**src/design/gshpd_pkg.sv**
```systemverilog
`default_nettype none

package gshpd_pkg;

    // Configuration port.
    localparam int CFG_IDX_W  = 3;
    localparam int CFG_DATA_W = 12;

    // Integral accumulator: width and clamp, in 1/16 degree times ticks.
    localparam int INT_W     = 17;
    localparam int INT_LIMIT = 40000;

    // Command thresholds.
    localparam logic [8:0] THROTTLE_MIN = 9'd15;
    localparam logic [8:0] STEER_MIN    = 9'd10;

    // Depth of the queue between the front and the back.
    localparam int Q_DEPTH = 2;

    typedef enum logic [CFG_IDX_W-1:0] {
        CFG_GLOVE_MODE      = 3'd0,
        CFG_TURN_PWM_AUTO   = 3'd1,
        CFG_TURN_PWM_GLOVE  = 3'd2,
        CFG_STEER_DEADZONE  = 3'd3,
        CFG_SETTLE_TICKS    = 3'd4,
        CFG_REVERSE_PWM     = 3'd5,
        CFG_INTEGRAL_WINDOW = 3'd6
    } t_cfg_idx;

    typedef enum logic [2:0] {
        MODE_STOP   = 3'd0,
        MODE_FWD    = 3'd1,
        MODE_REV    = 3'd2,
        MODE_SPIN_L = 3'd3,
        MODE_SPIN_R = 3'd4
    } t_mode;

    typedef struct packed {
        logic        glove_mode;
        logic [7:0]  turn_pwm_auto;
        logic [7:0]  turn_pwm_glove;
        logic [7:0]  steer_deadzone;
        logic [4:0]  settle_ticks;
        logic [7:0]  reverse_pwm;
        logic [11:0] integral_window;
    } t_cfg;

    // Gear parameters. kd5 is fifty times Kd; ki_on says whether Ki is nonzero.
    typedef struct packed {
        logic [7:0] base;
        logic [3:0] boost;
        logic [4:0] kp;
        logic [6:0] kd5;
        logic       ki_on;
    } t_gear;

    // Classified command as it travels from the front to the back.
    typedef struct packed {
        t_mode      mode;
        t_gear      gear;
        logic [7:0] fix_l;
        logic [7:0] fix_r;
    } t_cls;

    function automatic t_gear gear_of(input logic [7:0] speed);
        t_gear g;
        if (speed < 8'd140) begin
            g = '0;
        end else if (speed == 8'd140) begin
            g = '{base: 8'd165, boost: 4'd10, kp: 5'd5, kd5: 7'd50, ki_on: 1'b1};
        end else if (speed inside {[8'd141:8'd180]}) begin
            g = '{base: 8'd150, boost: 4'd15, kp: 5'd19, kd5: 7'd75, ki_on: 1'b1};
        end else if (speed inside {[8'd181:8'd200]}) begin
            g = '{base: 8'd180, boost: 4'd15, kp: 5'd16, kd5: 7'd85, ki_on: 1'b1};
        end else begin
            g = '{base: 8'd220, boost: 4'd15, kp: 5'd8, kd5: 7'd100, ki_on: 1'b1};
        end
        return g;
    endfunction

endpackage

`default_nettype wire

```
**src/design/gshpd_in_if.sv**
```systemverilog
`default_nettype none

interface gshpd_in_if #(
    parameter int HEADING_WIDTH = 16
);
    logic                            valid;
    logic                            ready;
    logic signed [HEADING_WIDTH-1:0] heading;
    logic signed [8:0]               throttle_cmd;
    logic signed [8:0]               steer_cmd;
    logic        [7:0]               speed_setting;

    modport source (
        output valid, heading, throttle_cmd, steer_cmd, speed_setting,
        input  ready
    );

    modport sink (
        input  valid, heading, throttle_cmd, steer_cmd, speed_setting,
        output ready
    );
endinterface

`default_nettype wire

```
**src/design/gshpd_out_if.sv**
```systemverilog
`default_nettype none

interface gshpd_out_if;
    logic       valid;
    logic       ready;
    logic [7:0] left_pwm;
    logic [7:0] right_pwm;
    logic [2:0] drive_mode;

    modport source (
        output valid, left_pwm, right_pwm, drive_mode,
        input  ready
    );

    modport sink (
        input  valid, left_pwm, right_pwm, drive_mode,
        output ready
    );
endinterface

`default_nettype wire

```
**src/design/gain_scheduled_heading_pid_drive_core.sv**
```systemverilog
`default_nettype none

// Heading-hold drive for a two-wheel robot, one transfer per 20 ms control
// tick. Each input transfer carries the measured heading (1/16 degree), the
// throttle and steer commands and a speed setting; each one yields exactly one
// output transfer with the left and right PWM duty and the drive mode. The
// speed setting selects a gear (base PWM, PID gains, left-wheel boost); a PID
// on held target heading minus heading trims the wheels when driving forward,
// reverse and spin turns use fixed PWM values, and small commands stop the
// robot. The block takes one transfer per clock cycle while the output side is
// not stalled, a rate set by the loop state (target heading, integral, last
// error, settle counter), which the execution stage updates once per tick.
// When the output side is free, an accepted command waits in the queue and then
// in the output register. A two-entry queue separates command classification
// from execution, so input ready only drops once the output has been held off
// with one tick in the output register and two more queued. The user must write
// configuration registers through the plain write port only while the block is
// idle; the block does not enforce this. Writes to an unused index are ignored.

module gain_scheduled_heading_pid_drive_core import gshpd_pkg::*; #(
    parameter int HEADING_WIDTH = 16
) (
    input  logic                  i_clk,
    input  logic                  i_rst_n,
    input  logic                  i_cfg_we,
    input  logic [CFG_IDX_W-1:0]  i_cfg_idx,
    input  logic [CFG_DATA_W-1:0] i_cfg_data,
    gshpd_in_if.sink              i_in,
    gshpd_out_if.source           o_out
);

    localparam int CLS_W = $bits(t_cls);
    localparam int QW    = HEADING_WIDTH + CLS_W;

    // Configuration registers, reset to their documented defaults.
    t_cfg r_cfg;

    always_ff @(posedge i_clk) begin
        if (!i_rst_n) begin
            r_cfg.glove_mode      <= 1'b0;
            r_cfg.turn_pwm_auto   <= 8'd215;
            r_cfg.turn_pwm_glove  <= 8'd200;
            r_cfg.steer_deadzone  <= 8'd70;
            r_cfg.settle_ticks    <= 5'd15;
            r_cfg.reverse_pwm     <= 8'd180;
            r_cfg.integral_window <= 12'd160;
        end else if (i_cfg_we) begin
            case (t_cfg_idx'(i_cfg_idx))
                CFG_GLOVE_MODE:      r_cfg.glove_mode      <= i_cfg_data[0];
                CFG_TURN_PWM_AUTO:   r_cfg.turn_pwm_auto   <= i_cfg_data[7:0];
                CFG_TURN_PWM_GLOVE:  r_cfg.turn_pwm_glove  <= i_cfg_data[7:0];
                CFG_STEER_DEADZONE:  r_cfg.steer_deadzone  <= i_cfg_data[7:0];
                CFG_SETTLE_TICKS:    r_cfg.settle_ticks    <= i_cfg_data[4:0];
                CFG_REVERSE_PWM:     r_cfg.reverse_pwm     <= i_cfg_data[7:0];
                CFG_INTEGRAL_WINDOW: r_cfg.integral_window <= i_cfg_data[11:0];
                default: begin
                end
            endcase
        end
    end

    // The front classifies each command as it is accepted: gear lookup,
    // glove dead zone, drive mode and the fixed PWM values of spin and reverse.
    t_cls w_cls;

    gshpd_front u_front (
        .i_cfg      (r_cfg),
        .i_throttle (i_in.throttle_cmd),
        .i_steer    (i_in.steer_cmd),
        .i_speed    (i_in.speed_setting),
        .o_cls      (w_cls)
    );

    // Queue between classification and execution.
    logic          w_q_full;
    logic          w_q_valid;
    logic          w_q_pop;
    logic          w_push;
    logic [QW-1:0] w_q_data;
    t_cls          w_q_cls;
    logic signed [HEADING_WIDTH-1:0] w_q_heading;

    assign i_in.ready = !w_q_full;
    assign w_push     = i_in.valid && !w_q_full;

    gshpd_queue #(
        .WIDTH (QW)
    ) u_queue (
        .i_clk   (i_clk),
        .i_rst_n (i_rst_n),
        .i_push  (w_push),
        .i_data  ({i_in.heading, w_cls}),
        .o_full  (w_q_full),
        .i_pop   (w_q_pop),
        .o_valid (w_q_valid),
        .o_data  (w_q_data)
    );

    assign w_q_heading = $signed(w_q_data[QW-1:CLS_W]);
    assign w_q_cls     = t_cls'(w_q_data[CLS_W-1:0]);

    // The back runs the PID and the loop state and holds the output register.
    gshpd_back #(
        .HEADING_WIDTH (HEADING_WIDTH)
    ) u_back (
        .i_clk       (i_clk),
        .i_rst_n     (i_rst_n),
        .i_cfg       (r_cfg),
        .i_q_valid   (w_q_valid),
        .i_q_heading (w_q_heading),
        .i_q_cls     (w_q_cls),
        .o_q_pop     (w_q_pop),
        .o_out       (o_out)
    );

    // Input ready only drops when the previous cycle had a stalled output.
    a_ready_drop_needs_stall: assert property (
        @(posedge i_clk) disable iff (!i_rst_n)
        !i_in.ready |-> $past(o_out.valid && !o_out.ready)
    ) else $error("input ready dropped without an output stall");

    // An accepted command is either queued or in the output register.
    a_accept_is_held: assert property (
        @(posedge i_clk) disable iff (!i_rst_n)
        (i_in.valid && i_in.ready) |=> (w_q_valid || o_out.valid)
    ) else $error("accepted command lost");

    // A stop result drives both wheels at zero.
    a_stop_is_zero: assert property (
        @(posedge i_clk) disable iff (!i_rst_n)
        (o_out.valid && o_out.drive_mode == MODE_STOP)
            |-> (o_out.left_pwm == 8'd0 && o_out.right_pwm == 8'd0)
    ) else $error("stop result with nonzero PWM");

endmodule

`default_nettype wire

```
**src/design/gshpd_front.sv**
```systemverilog
`default_nettype none

module gshpd_front import gshpd_pkg::*; (
    input  t_cfg              i_cfg,
    input  logic signed [8:0] i_throttle,
    input  logic signed [8:0] i_steer,
    input  logic [7:0]        i_speed,
    output t_cls              o_cls
);

    logic [8:0] w_thr_mag;
    logic [8:0] w_str_mag;
    logic       w_steer_dead;
    logic       w_spin;
    logic       w_fwd;
    logic       w_rev;
    logic [7:0] w_turn_pwm;
    logic [8:0] w_rev_left;
    t_gear      w_gear;

    always_comb begin
        w_thr_mag    = i_throttle[8] ? $unsigned(-i_throttle) : $unsigned(i_throttle);
        w_str_mag    = i_steer[8] ? $unsigned(-i_steer) : $unsigned(i_steer);
        w_gear       = gear_of(i_speed);

        // In glove mode small steer deflections are ignored.
        w_steer_dead = i_cfg.glove_mode && (w_str_mag <= {1'b0, i_cfg.steer_deadzone});
        w_spin       = !w_steer_dead && (w_str_mag > STEER_MIN);
        w_fwd        = !i_throttle[8] && (w_thr_mag > THROTTLE_MIN);
        w_rev        = i_throttle[8] && (w_thr_mag > THROTTLE_MIN);

        w_turn_pwm   = i_cfg.glove_mode ? i_cfg.turn_pwm_glove : i_cfg.turn_pwm_auto;
        w_rev_left   = {1'b0, i_cfg.reverse_pwm} + {5'd0, w_gear.boost};

        o_cls.gear   = w_gear;
        if (w_spin) begin
            o_cls.mode  = i_steer[8] ? MODE_SPIN_R : MODE_SPIN_L;
            o_cls.fix_l = w_turn_pwm;
            o_cls.fix_r = w_turn_pwm;
        end else if (w_fwd) begin
            o_cls.mode  = MODE_FWD;
            o_cls.fix_l = '0;
            o_cls.fix_r = '0;
        end else if (w_rev) begin
            o_cls.mode  = MODE_REV;
            o_cls.fix_l = w_rev_left[8] ? 8'hFF : w_rev_left[7:0];
            o_cls.fix_r = i_cfg.reverse_pwm;
        end else begin
            o_cls.mode  = MODE_STOP;
            o_cls.fix_l = '0;
            o_cls.fix_r = '0;
        end
    end

endmodule

`default_nettype wire

```
**src/design/gshpd_queue.sv**
```systemverilog
`default_nettype none

module gshpd_queue import gshpd_pkg::*; #(
    parameter int WIDTH = 8
) (
    input  logic             i_clk,
    input  logic             i_rst_n,
    input  logic             i_push,
    input  logic [WIDTH-1:0] i_data,
    output logic             o_full,
    input  logic             i_pop,
    output logic             o_valid,
    output logic [WIDTH-1:0] o_data
);

    localparam int PW = (Q_DEPTH > 1) ? $clog2(Q_DEPTH) : 1;
    localparam int CW = $clog2(Q_DEPTH + 1);

    logic [WIDTH-1:0] r_mem [Q_DEPTH];
    logic [PW-1:0]    r_wr;
    logic [PW-1:0]    r_rd;
    logic [CW-1:0]    r_count;
    logic [PW-1:0]    n_wr;
    logic [PW-1:0]    n_rd;
    logic [CW-1:0]    n_count;

    always_comb begin
        n_wr    = r_wr;
        n_rd    = r_rd;
        n_count = r_count;
        if (i_push) begin
            n_wr = (r_wr == PW'(Q_DEPTH - 1)) ? '0 : r_wr + 1'b1;
        end
        if (i_pop) begin
            n_rd = (r_rd == PW'(Q_DEPTH - 1)) ? '0 : r_rd + 1'b1;
        end
        if (i_push && !i_pop) begin
            n_count = r_count + 1'b1;
        end else if (!i_push && i_pop) begin
            n_count = r_count - 1'b1;
        end
    end

    always_ff @(posedge i_clk) begin
        if (!i_rst_n) begin
            r_wr    <= '0;
            r_rd    <= '0;
            r_count <= '0;
        end else begin
            r_wr    <= n_wr;
            r_rd    <= n_rd;
            r_count <= n_count;
        end
    end

    always_ff @(posedge i_clk) begin
        if (i_push) begin
            r_mem[r_wr] <= i_data;
        end
    end

    assign o_full  = (r_count == CW'(Q_DEPTH));
    assign o_valid = (r_count != '0);
    assign o_data  = r_mem[r_rd];

endmodule

`default_nettype wire

```
**src/design/gshpd_back.sv**
```systemverilog
`default_nettype none

module gshpd_back import gshpd_pkg::*; #(
    parameter int HEADING_WIDTH = 16
) (
    input  logic                            i_clk,
    input  logic                            i_rst_n,
    input  t_cfg                            i_cfg,
    input  logic                            i_q_valid,
    input  logic signed [HEADING_WIDTH-1:0] i_q_heading,
    input  t_cls                            i_q_cls,
    output logic                            o_q_pop,
    gshpd_out_if.source                     o_out
);

    localparam int EW = HEADING_WIDTH + 1;
    localparam int DW = HEADING_WIDTH + 2;
    localparam int SW = ((EW > INT_W) ? EW : INT_W) + 1;
    localparam int AW = DW + 9;

    logic signed [HEADING_WIDTH-1:0] r_target;
    logic signed [INT_W-1:0]         r_integ;
    logic signed [EW-1:0]            r_last;
    logic                            r_wns;
    logic [4:0]                      r_cnt;
    logic                            r_out_valid;
    logic [7:0]                      r_left;
    logic [7:0]                      r_right;
    logic [2:0]                      r_mode;

    logic signed [HEADING_WIDTH-1:0] n_target;
    logic signed [INT_W-1:0]         n_integ;
    logic signed [EW-1:0]            n_last;
    logic                            n_wns;
    logic [4:0]                      n_cnt;
    logic [7:0]                      n_left;
    logic [7:0]                      n_right;

    logic signed [EW-1:0]   w_err;
    logic [EW-1:0]          w_err_mag;
    logic                   w_in_win;
    logic signed [SW-1:0]   w_sum;
    logic signed [SW-1:0]   w_s1;
    logic signed [INT_W-1:0] w_s2;
    logic signed [DW-1:0]   w_diff;
    logic signed [EW+5:0]   w_prod_p;
    logic signed [DW+7:0]   w_prod_d;
    logic signed [AW-1:0]   w_acc;
    logic signed [AW-1:0]   w_acc_neg;
    logic signed [AW-1:0]   w_shr_r;
    logic signed [AW-1:0]   w_shr_l;
    logic signed [AW-1:0]   w_corr_r;
    logic signed [AW-1:0]   w_corr_l;
    logic signed [AW-1:0]   w_val_r;
    logic signed [AW-1:0]   w_val_l;
    logic                   w_frac0;
    logic                   w_adj_r;
    logic                   w_adj_l;
    logic [4:0]             w_cnt_eff;
    logic                   w_straight;
    logic                   w_settle;
    logic                   w_use_corr;

    function automatic logic [7:0] pwm_clamp(input logic signed [AW-1:0] v);
        logic [7:0] p;
        if (v[AW-1]) begin
            p = '0;
        end else if (|v[AW-2:8]) begin
            p = 8'hFF;
        end else begin
            p = v[7:0];
        end
        return p;
    endfunction

    assign o_q_pop = i_q_valid && (!r_out_valid || o_out.ready);

    always_comb begin
        // Heading error and integral update.
        w_err     = EW'(r_target) - EW'(i_q_heading);
        w_err_mag = w_err[EW-1] ? $unsigned(-w_err) : $unsigned(w_err);
        w_in_win  = w_err_mag < EW'(i_cfg.integral_window);
        w_sum     = SW'(r_integ) + SW'(w_err);
        w_s1      = w_in_win ? w_sum : '0;
        if (w_s1 > SW'(INT_LIMIT)) begin
            w_s2 = INT_W'(INT_LIMIT);
        end else if (w_s1 < SW'(-INT_LIMIT)) begin
            w_s2 = INT_W'(-INT_LIMIT);
        end else begin
            w_s2 = INT_W'(w_s1);
        end

        // Proportional and derivative part, in units of 1/16 PWM step.
        w_diff    = DW'(w_err) - DW'(r_last);
        w_prod_p  = $signed({1'b0, i_q_cls.gear.kp}) * w_err;
        w_prod_d  = $signed({1'b0, i_q_cls.gear.kd5}) * w_diff;
        w_acc     = AW'(w_prod_p) + AW'(w_prod_d);
        w_acc_neg = -w_acc;

        // The integral term stays below one sixteenth of a PWM step, so it
        // only moves the floor when the P and D part is a whole step.
        w_frac0   = (w_acc[3:0] == 4'd0);
        w_adj_r   = w_frac0 && i_q_cls.gear.ki_on && w_s2[INT_W-1];
        w_adj_l   = w_frac0 && i_q_cls.gear.ki_on && !w_s2[INT_W-1] && (w_s2 != '0);
        w_shr_r   = w_acc >>> 4;
        w_shr_l   = w_acc_neg >>> 4;
        w_corr_r  = w_shr_r - $signed(AW'(w_adj_r));
        w_corr_l  = w_shr_l - $signed(AW'(w_adj_l));

        // Settle window after a spin or a stop.
        w_straight = (i_q_cls.mode == MODE_FWD) || (i_q_cls.mode == MODE_REV);
        w_cnt_eff  = r_wns ? '0 : r_cnt;
        w_settle   = w_straight && (w_cnt_eff < i_cfg.settle_ticks);
        w_use_corr = (i_q_cls.mode == MODE_FWD) && !w_settle;

        w_val_r = $signed(AW'(i_q_cls.gear.base)) + (w_use_corr ? w_corr_r : '0);
        w_val_l = $signed(AW'(i_q_cls.gear.base)) + $signed(AW'(i_q_cls.gear.boost))
                + (w_use_corr ? w_corr_l : '0);

        if (i_q_cls.mode == MODE_FWD) begin
            n_left  = pwm_clamp(w_val_l);
            n_right = pwm_clamp(w_val_r);
        end else begin
            n_left  = i_q_cls.fix_l;
            n_right = i_q_cls.fix_r;
        end

        // Next loop state.
        n_target = i_q_heading;
        n_integ  = '0;
        n_last   = '0;
        n_wns    = 1'b1;
        n_cnt    = r_cnt;
        if (w_straight) begin
            n_wns = 1'b0;
            if (w_settle) begin
                n_cnt = w_cnt_eff + 1'b1;
            end else begin
                n_cnt    = w_cnt_eff;
                n_target = r_target;
                n_integ  = w_s2;
                n_last   = w_err;
            end
        end
    end

    always_ff @(posedge i_clk) begin
        if (!i_rst_n) begin
            r_target    <= '0;
            r_integ     <= '0;
            r_last      <= '0;
            r_wns       <= 1'b1;
            r_cnt       <= '0;
            r_out_valid <= 1'b0;
        end else begin
            if (o_q_pop) begin
                r_target    <= n_target;
                r_integ     <= n_integ;
                r_last      <= n_last;
                r_wns       <= n_wns;
                r_cnt       <= n_cnt;
                r_out_valid <= 1'b1;
            end else if (o_out.ready) begin
                r_out_valid <= 1'b0;
            end
        end
    end

    always_ff @(posedge i_clk) begin
        if (o_q_pop) begin
            r_left  <= n_left;
            r_right <= n_right;
            r_mode  <= i_q_cls.mode;
        end
    end

    assign o_out.valid      = r_out_valid;
    assign o_out.left_pwm   = r_left;
    assign o_out.right_pwm  = r_right;
    assign o_out.drive_mode = r_mode;

endmodule

`default_nettype wire

```
**src/flat_wrapper.sv**
```systemverilog
// flat-port wrapper written by rule: the top's interface ports become plain ports
module gain_scheduled_heading_pid_drive_core_flat import gshpd_pkg::*;
#(
    parameter int HEADING_WIDTH = 16
)
  (i_clk, i_rst_n, i_cfg_we, i_cfg_idx, i_cfg_data, i_in_valid, i_in_heading, i_in_throttle_cmd, i_in_steer_cmd, i_in_speed_setting, i_in_ready, o_out_valid, o_out_left_pwm, o_out_right_pwm, o_out_drive_mode, o_out_ready);
  gshpd_in_if #(.HEADING_WIDTH(HEADING_WIDTH)) i_in_i ();
  gshpd_out_if o_out_i ();
  input  logic i_clk;
  input  logic i_rst_n;
  input  logic i_cfg_we;
  input  logic [CFG_IDX_W-1:0] i_cfg_idx;
  input  logic [CFG_DATA_W-1:0] i_cfg_data;
  input wire logic [$bits(i_in_i.valid)-1:0] i_in_valid;
  input wire logic [$bits(i_in_i.heading)-1:0] i_in_heading;
  input wire logic [$bits(i_in_i.throttle_cmd)-1:0] i_in_throttle_cmd;
  input wire logic [$bits(i_in_i.steer_cmd)-1:0] i_in_steer_cmd;
  input wire logic [$bits(i_in_i.speed_setting)-1:0] i_in_speed_setting;
  output wire logic [$bits(i_in_i.ready)-1:0] i_in_ready;
  output wire logic [$bits(o_out_i.valid)-1:0] o_out_valid;
  output wire logic [$bits(o_out_i.left_pwm)-1:0] o_out_left_pwm;
  output wire logic [$bits(o_out_i.right_pwm)-1:0] o_out_right_pwm;
  output wire logic [$bits(o_out_i.drive_mode)-1:0] o_out_drive_mode;
  input wire logic [$bits(o_out_i.ready)-1:0] o_out_ready;
  assign i_in_i.valid = i_in_valid;
  assign i_in_i.heading = i_in_heading;
  assign i_in_i.throttle_cmd = i_in_throttle_cmd;
  assign i_in_i.steer_cmd = i_in_steer_cmd;
  assign i_in_i.speed_setting = i_in_speed_setting;
  assign i_in_ready = i_in_i.ready;
  assign o_out_valid = o_out_i.valid;
  assign o_out_left_pwm = o_out_i.left_pwm;
  assign o_out_right_pwm = o_out_i.right_pwm;
  assign o_out_drive_mode = o_out_i.drive_mode;
  assign o_out_i.ready = o_out_ready;
  gain_scheduled_heading_pid_drive_core #(.HEADING_WIDTH(HEADING_WIDTH)) u_core (.i_clk(i_clk), .i_rst_n(i_rst_n), .i_cfg_we(i_cfg_we), .i_cfg_idx(i_cfg_idx), .i_cfg_data(i_cfg_data), .i_in(i_in_i), .o_out(o_out_i));
endmodule
```
**config.mk**
```make
export PLATFORM = sky130hd
export DESIGN_NAME = gain_scheduled_heading_pid_drive_core_flat
export DESIGN_NICKNAME = d
export VERILOG_FILES = /design/src/design/gshpd_pkg.sv /design/src/design/gshpd_in_if.sv /design/src/design/gshpd_out_if.sv /design/src/design/gain_scheduled_heading_pid_drive_core.sv /design/src/design/gshpd_front.sv /design/src/design/gshpd_queue.sv /design/src/design/gshpd_back.sv /design/src/flat_wrapper.sv
export SDC_FILE = /design/constraint.sdc
export NUM_CORES = 1
export LEC_CHECK = 0
export BUFFER_PORTS_ARGS = -buffer_cell sky130_fd_sc_hd__buf_2
export CORE_ASPECT_RATIO = 1.75
export CORE_MARGIN = 4
export CORE_UTILIZATION = 40
export CTS_BUF_LIST = sky130_fd_sc_hd__clkbuf_4
export DETAILED_ROUTE_END_ITERATION = 7
export SLEW_MARGIN = 20
export SYNTH_ARGS = -nofsm -noshare
export SYNTH_HDL_FRONTEND = slang
export SYNTH_SLANG_ARGS = --single-unit
```
**constraint.sdc**
```tcl
create_clock -name i_clk -period 18.6 [get_ports i_clk]
set_clock_uncertainty 0.15 [all_clocks]
set_input_delay 1.86 -clock i_clk [delete_from_list [all_inputs] [get_ports i_clk]]
set_output_delay 1.86 -clock i_clk [all_outputs]
set_load 0.01 [all_outputs]
```
* Word level (Yosys, flattened, before mapping)
Memories as Yosys holds them, arrays and structs flattened. A register that Yosys moved wholly into a read port is not among the register bits. Cells that the tools add are included.
Word-level totals: bits in latches 0, memory bits (read-only) 0, flip-flop bits (word level) 130, output and inout bits 21, memories kept 1, bits in writable memories 120
Operators by class: reduce and logical (&&, ||, !) cells 43, multiply operators 2, $add $sub $neg 19, muxes and demuxes 46, equality and inequality tests 11, shift operators 0, bitwise logic cells 0, div/mod/pow operators 0, $lt $le $gt $ge 12
Memory list:
- u_core.u_queue.r_mem | depth 2, bits a word 60, read ports 1, clocked after Yosys merged registers in 1, wr ports 1, RTL line gshpd_queue.sv:19 | logic [WIDTH-1:0] r_mem [Q_DEPTH];
Operators with widths (count):
- $mux 17 | 7
- $mux 16 | 5
- $mux 24 | 3
- $mux 8 | 8
- $mux 27 | 2
- $sub 23x2->24 | 2
- $reduce_or 18->1 | 2
- $add 23x26->27 | 1
- $add 8x27->27 | 1
- $add 9x27->27 | 1
- $neg 27->27 | 1
- $mul 8x18->26 | 1
- $mux 25 | 1
- $mul 6x17->23 | 1
- $add 17x17->18 | 1
- $add 8x4->9 | 2
- $gt 18x17->1 const B | 1
- $gt 9x4->1 const B | 2
- $lt 18x17->1 const B | 1
- $mux 18 | 1
- $mux 9 | 2
- $neg 9->9 | 2
- $reduce_and 2->1 | 9
- $sub 17x17->18 | 1
- other kinds (29) | 75

* Longest topological paths before layout
Gate-level depths: netlist (run 1).
word-level depth 18, gate-level depth with buffers 61, depth with buffers taken out 54

* Hierarchy
Synthesis (run 1) repeated with hierarchy kept, for this count alone.
Second synthesis, totals: cells, all modules 2818, area, all modules 26401.6 um2
By module, submodules not included:
- gshpd_back | seq. area each 1711.6 um2, cells an instance 2215, area each 18327.6 um2, instances 1
- gshpd_queue | seq. area each 3703.6 um2, cells an instance 209, area each 4550.6 um2, instances 1
- gain_scheduled_heading_pid_drive_core | seq. area each 1001.0 um2, cells an instance 201, area each 2109.5 um2, instances 1
- gshpd_front | seq. area each 0.0 um2, cells an instance 193, area each 1413.9 um2, instances 1

* Worst setup path after synthesis (run 1)
No wires, ideal clock.
path kind register to register, from register (tool-made name), to register u_core.u_back.r_right[0], in the netlist u_core.u_back.o_out.right_pwm[0] (data pin), data arrival time 13.132 ns, library setup time 0.268 ns, slack 5.050 ns, cell stages (with the launch flop) 51, required time 18.182 ns, cells stage by stage dfxtp_1 -> buf_1 -> clkbuf_1 -> clkbuf_1 -> mux2i_1 -> inv_1 -> fa_1 -> clkbuf_1 -> inv_1 -> ha_1 -> nor2b_1 -> o21ai_0 -> a21boi_0 -> o21ai_0 -> a21boi_0 -> o21ai_0 -> a21boi_0 -> o21ai_0 -> [15 not listed] -> ha_1 -> clkbuf_1 -> nand2_1 -> o21ai_0 -> a21o_1 -> a21oi_1 -> o31a_1 -> a211oi_1 -> clkbuf_1 -> nand3_2 -> a211oi_1 -> o21ai_1 -> nor4b_2 -> inv_1 -> a2111o_1 -> a2111oi_4 -> nor2b_1 -> o22ai_1
RTL lines:
- end signal: assignment | RTL line gshpd_back.sv:172 | r_right <= n_right;
- end: declaration | RTL line gshpd_back.sv:28 | logic [7:0] r_right;

==> impl_metrics.toml, run 1 <==
[status]
outcome = "finished clean"

[die]
start_util_pct = 40.3
num_rows = 119
die_x_um = 194
die_h_um = 334
io_pins = 83
core_sq_um = 60200
fp.dieArea_sq_um = 64700

[worst_setup_path]
cp_data_arrival_time_ns = 15.04
cp.required_ns = 18.85
crit_fanout = 17
rrSetupSlack_ns = 3.81
worst_setup_path_end_kind = "flop"
reg2reg_to = "u_core.u_back.o_out.left_pwm[0]$_DFFE_PP_"
ff2ff_path_depth = 46
crit_slowest_cell = "xor2_1"
cp-start-kind = "flop"
crit_path_max_incr_delay_ns = 0.66
worstSetupPathType = "reg2reg"

[cts]
cts.clk_slew.worst_paths_ns = 0.07
clock-root-buffer = "clkbuf_4"
ctsHoldBuffers = 0
h-tree-depth = 2
cts_tree = "yes"
postCtsSetupRepairBufs = 0
cts.sinks = 221
clk_path_buf_depth = 3
insertion_delay_ns = 0.75
ctsResizeCount = 0
cts_made_buffers = 50

[global_routing]
grt_max_degree = 63
track_usage_pct = 21.5
grt.overflow.total = 0
grt_pass1_wl_um = 113000
grt_pass1_vias = 21577
antenna_found_initial = 1

[sta]
finalMaxSlewViolations = 0
fmax_mhz = 67.6
tightest_slew_ns = 1.06
timing.final.hold_violations = 0
rsz0062_at_grt = "false"
slew_headroom_pct = 28.7
hold_slack_ns = 0.319
setup_viol = 0
fin_setup_tns_ns = 0
setup_slack_ns = 3.81
final.min_clock_period_ns = 14.79
timing.final.crit_share_pct = 79.5

[yosys]
async_flop_share_pct = 0
ys_ff_latch = 221
syn_inst = 2815
synth_xor_area_share_pct = 4.56
ys_types = 101
synth_commonest_cells = "inv_1, nand2_1, nor2_1"
yosysWarnings = 0
yosys.area_share.simple_pct = 19.6
synth_edf_count = 109
ys_seq_area_share_pct = 22.8
syn_nets = 3275
ys_top_cells_by_area = "fa_1, edfxtp_1, ha_1, dfxtp_1, inv_1"
yosysTopAreaCellShare_pct = 17.3
synth_compound_area_share_pct = 15.9
synth_mux_area_share_pct = 2.98
synth_flop_cell = "dfxtp_1"
avgSynthCellArea_sq_um = 8.61
synth_area_leader_cell = "fa_1"
synth_top_family_by_area = "adder cells"
synth-adder-area-share_pct = 27.0
synth_most_common_cell = "inv_1"
syn_area_sq_um = 24200

[finish]
area_delta_synth_final_pct = 8.07
fill_cells = 6083
multi_input_area_sq_um = 17000
fin_nets = 3338
register_area_sq_um = 5520
drive_gt1_share_pct = 9.21
finalNonFillerCells = 3708

[placed_design]
dp.cells = 3612
dp_slack_ns = 3.67
dp_hpwl_um = 58200
gp_congestion = 0.956
numPortBuffers = 82

[detailed_routing]
first_pass_iters = 5
wire_per_inst_um = 19.1
drt_iter0_drc = 1103
drt_wl_total_um = 70800
vias_per_cell = 5.57
antenna_left = 0
dr_total_vias = 20645
drc = 0

[flow_run]
drv_cap = 0

[min_path]
hp-start = "u_core.r_cfg[40]$_SDFFE_PN1P_"
hold_end = "u_core.r_cfg[40]$_SDFFE_PN1P_"
hold_depth = 2
hp-class = "reg2reg"
how the worst max path moves through the flow:
stage / cells past startpoint / to / slack [ns] / startpoint
after floorplan: 50 / u_core.u_back.o_out.right_pwm[0]$_DFFE_PP_ / 5.05 / flop
after global placement: 43 / u_core.u_back.o_out.left_pwm[2]$_DFFE_PP_ / 4.07 / flop
after detailed placement: 45 / u_core.u_back.o_out.left_pwm[0]$_DFFE_PP_ / 3.67 / flop
after CTS: 45 / u_core.u_back.o_out.left_pwm[0]$_DFFE_PP_ / 3.59 / flop
after global routing: 44 / u_core.u_back.o_out.left_pwm[2]$_DFFE_PP_ / 2.54 / flop
final: 46 / u_core.u_back.o_out.left_pwm[0]$_DFFE_PP_ / 3.81 / flop
metrics by stage:
stage               instance area (sq um)  util (%)
global placement                    25500      42.4
floorplan                           24200         -
CTS                                 26200      43.5
global route                        26200      43.5
finish                              26200      43.5
detailed placement                  25500      42.4
critical path: cells and delay by family (launching register included):
family | cells | cell delay [ns]
xor+xnor | 3 | 1.26
flops | 1 | 0.64
simple gates | 7 | 1.30
mux | 3 | 0.82
buf+inv | 3 | 0.47
fa+ha+maj | 10 | 4.37
compound gates | 20 | 5.47
kinds of logic after synthesis:
| kind of cell | Yosys count |
|---|---|
| buffers and inverters | 455 |
| muxes | 71 |
| xor gates and xnor gates | 122 |
| and+or+nand+nor | 992 |
| AOI/OAI and AO/OA | 556 |
| DFF | 221 |
| adders and majority gates | 398 |
sequential cells by signal (all words and copies together), names as in the netlist, named ones only:
register and count:
u_core.u_queue.r_mem 90, u_core.r_cfg 50, u_core.u_back.r_integ 17, u_core.u_back.r_last 17, u_core.u_back.r_target 16, u_core.u_back.o_out.left_pwm 8
u_core.u_back.o_out.right_pwm 8, u_core.u_back.r_cnt 5, u_core.u_back.o_out.drive_mode 3, u_core.u_queue.r_count 2, u_core.u_back.o_out.valid 1, u_core.u_back.r_wns 1
u_core.u_queue.r_rd 1, u_core.u_queue.r_wr 1
cell usage in the layout (no fill, tap or decap), types with 11 or more instances in the layout:
cell type	synthesis	routed
a22oi_1	20	20
nor2_1	274	272
or2_2	19	19
o21a_1	22	22
nor4_1	19	18
a211oi_1	13	13
dfxtp_1	112	111
buf_2	4	82
o22ai_1	13	13
nand3_1	80	80
mux2i_1	61	58
xnor2_1	83	83
a31oi_1	22	22
xor2_1	35	35
fa_1	209	209
a21oi_1	80	79
inv_1	349	349
o211ai_1	19	19
nor2b_1	50	50
o31ai_1	11	11
nor3_1	70	68
nand4_1	28	28
a21o_1	34	34
nand2b_1	39	39
o21ai_0	124	124
o21ai_1	18	18
ha_1	189	189
clkinv_1	5	22
and2_1	33	33
or3_1	19	19
edfxtp_1	109	109
clkbuf_4	0	67
a21boi_0	54	54
o211a_1	20	20
nand2_1	290	290
and3_1	21	20
buf_4	2	30
routing by layer:
metal  vias up  share of wire (%)  track usage (%)  wire (um)
li1       9802                  -                -          -
met1     10028                 35             21.2      24800
met2       578                 54             42.1      38300
met3       237                3.2             2.01       2300
met4         0                7.7             14.2       5470
met5         -                  0                0          0
final cells by class:
class                   count  share of cell area (%)
clock buffers              67                    1.92
repair buffers            112                    2.43
well taps                 786                    3.76
inverters                 354                    5.07
clock inverters            27                   0.645
diodes                      2                  0.0191
multi-input cells        2139                    65.1
flip-flops and latches    221                    21.1
Power of run 1 is not shown: default switching activity piles up to over one toggle a cycle in this logic, so the estimate is an artifact.
==> run 2, diff against run 1 <==
clock period = 14.04 ns   (was 18.6 ns; I/O delays follow)
==> run 2 against run 1 <==
Routed wire length fell by 1.4%. Fmax is 12% higher. Via count shrank 1.3%. Global-route usage is 0.19 points lower. Sequential share of layout area shrank 0.29 points. Cell count grew 0.78%. Utilization grew 0.61 points. Design area grew 1.4%. Largest cell class unchanged.
==> impl_metrics.toml, run 2 (synthesis gave the netlist of run 1 again) <==
[placed_design]
numPortBuffers = 82
gp_congestion = 0.917
placed_area_sq_um = 25700
dp_hpwl_um = 57900
dp.cells = 3647

[detailed_routing]
vias_per_cell = 5.45
drc = 0
drt_wl_total_um = 69900
dr_total_vias = 20376
wire_per_inst_um = 18.7
antenna_left = 0
drt_iter0_drc = 904
first_pass_iters = 5

[cts]
clock-root-buffer = "clkbuf_4"
insertion_delay_ns = 0.73
cts.sinks = 221
h-tree-depth = 2
clk_path_buf_depth = 3
cts.clk_slew.worst_paths_ns = 0.07
ctsHoldBuffers = 0
cts_made_buffers = 50
cts_tree = "yes"

[sta]
timing.final.crit_share_pct = 93.7
tightest_slew_ns = 1.05
final.min_clock_period_ns = 13.16
setup_viol = 0
timing.final.hold_violations = 0
fin_setup_tns_ns = 0
fmax_mhz = 76.0
slew_headroom_pct = 29.2
finalMaxSlewViolations = 0

[flow_run]
drv_cap = 0

[min_path]
hp-start = "u_core.r_cfg[37]$_SDFFE_PN0P_"
hold_end = "u_core.r_cfg[37]$_SDFFE_PN0P_"
hp-class = "reg2reg"
hold_depth = 2

[die]
core_sq_um = 60200
num_rows = 119
fp.dieArea_sq_um = 64700
die_h_um = 334
io_pins = 83
start_util_pct = 40.3
die_x_um = 194

[worst_setup_path]
reg2reg_to = "u_core.u_back.o_out.right_pwm[0]$_DFFE_PP_"
worstSetupPathType = "reg2reg"
cp.required_ns = 14.30
crit_slowest_cell = "fa_1"
ff2ff_path_depth = 46
cp-start-kind = "flop"
crit_path_max_incr_delay_ns = 0.54
worst_setup_path_end_kind = "flop"
cp_data_arrival_time_ns = 13.42
rrSetupSlack_ns = 0.88
crit_fanout = 14
critPathMostFrequentCell = "fa_1"

[finish]
fill_cells = 6041
largest_register_ffs = 90
regMostFlops = "u_core.u_queue.r_mem"
final_cell_mix = "inv_1, nand2_1, nor2_1"
drive_gt1_share_pct = 10.8
final_common_cell = "inv_1"
design_area_sq_um = 26500
fin_nets = 3375
area_delta_synth_final_pct = 9.58
finalNonFillerCells = 3737
largestRegisters = "u_core.u_queue.r_mem: 90 flops, u_core.r_cfg: 50 flops"

[global_routing]
antenna_found_initial = 1
busiest_layer = "met2"
grt_pass1_vias = 21651
grt_max_degree = 58
track_usage_pct = 21.3
gr-usage-met3_pct = 1.75
grtUsageMet1_pct = 21.2
grt_pass1_wl_um = 112000
met2_usage_pct = 42.2
grt.overflow.total = 0

[status]
outcome = "finished clean"
-- run 2: cell count changes in the layout (fill, tap and decap cells not counted), sizes merged --
cell,change
inv,-1
clkinvlp,-1
clkbuf,+2
bufinv,-1
clkinv,-7
buf,+37
-- run 2: routing by layer --
metal	vias to the layer above	part of all wire, %
li1	9870	-
met1	9879	35
met2	441	55
met3	186	3.0
met4	0	6.8
met5	-	0
-- run 2: worst max path at each step --
| stage | end | from |
|---|---|---|
| 5_1_grt | u_core.u_back.o_out.right_pwm[0]$_DFFE_PP_ | flop |
| 6_report | u_core.u_back.o_out.right_pwm[0]$_DFFE_PP_ | flop |
| 3_5_place_dp | u_core.u_back.o_out.right_pwm[0]$_DFFE_PP_ | flop |
| 4_1_cts | u_core.u_back.o_out.right_pwm[0]$_DFFE_PP_ | flop |
| 2_1_floorplan | u_core.u_back.o_out.right_pwm[0]$_DFFE_PP_ | flop |
| 3_3_place_gp | u_core.u_back.o_out.right_pwm[0]$_DFFE_PP_ | flop |
-- run 2: timing repair --
item / CTS / global route
gates resized for setup: 0 / 28
buffers inserted: 0 / 2
setup endpoints to repair: 0 / 16
-- run 2: critical path, delay by kind of cell (launching register included) --
| kind | cells | cell delay (ns) |
|---|---|---|
| buffers and inverters | 7 | 1.23 |
| AND/OR/NAND/NOR | 7 | 1.97 |
| multiplexers | 1 | 0.28 |
| flip-flops | 1 | 0.36 |
| AO/OA/AOI/OAI | 21 | 4.69 |
| adder cells (fa/ha/maj) | 9 | 4.01 |
| XOR/XNOR | 1 | 0.22 |
-- run 2: cell type report --
type                            count  area, sq um  area share [%]
Multi-Input combinational cell   2139        17200            64.7
Sequential cell                   221         5520            20.8
Inverter                          354         1330            5.00
Tap cell                          786          983            3.70
Timing Repair Buffer              149          913            3.44
Clock buffer                       69          518            1.95
Clock inverter                     17          101           0.382
Antenna cell                        2         5.00          0.0189
-- run 2: through the flow --
step | utilization (%) | setup WS (ns) | hold WS [ns]
6_report | 44.1 | 0.882 | 0.314
5_1_grt | 44.1 | -0.0249 | 0.331
4_1_cts | 43.8 | 0.240 | 0.318
3_5_place_dp | 42.8 | 0.278 | 0.307
3_3_place_gp | 42.8 | 0.511 | 0.299
2_1_floorplan | - | 0.490 | 0.282
Power of run 2 is left out for the same reason.
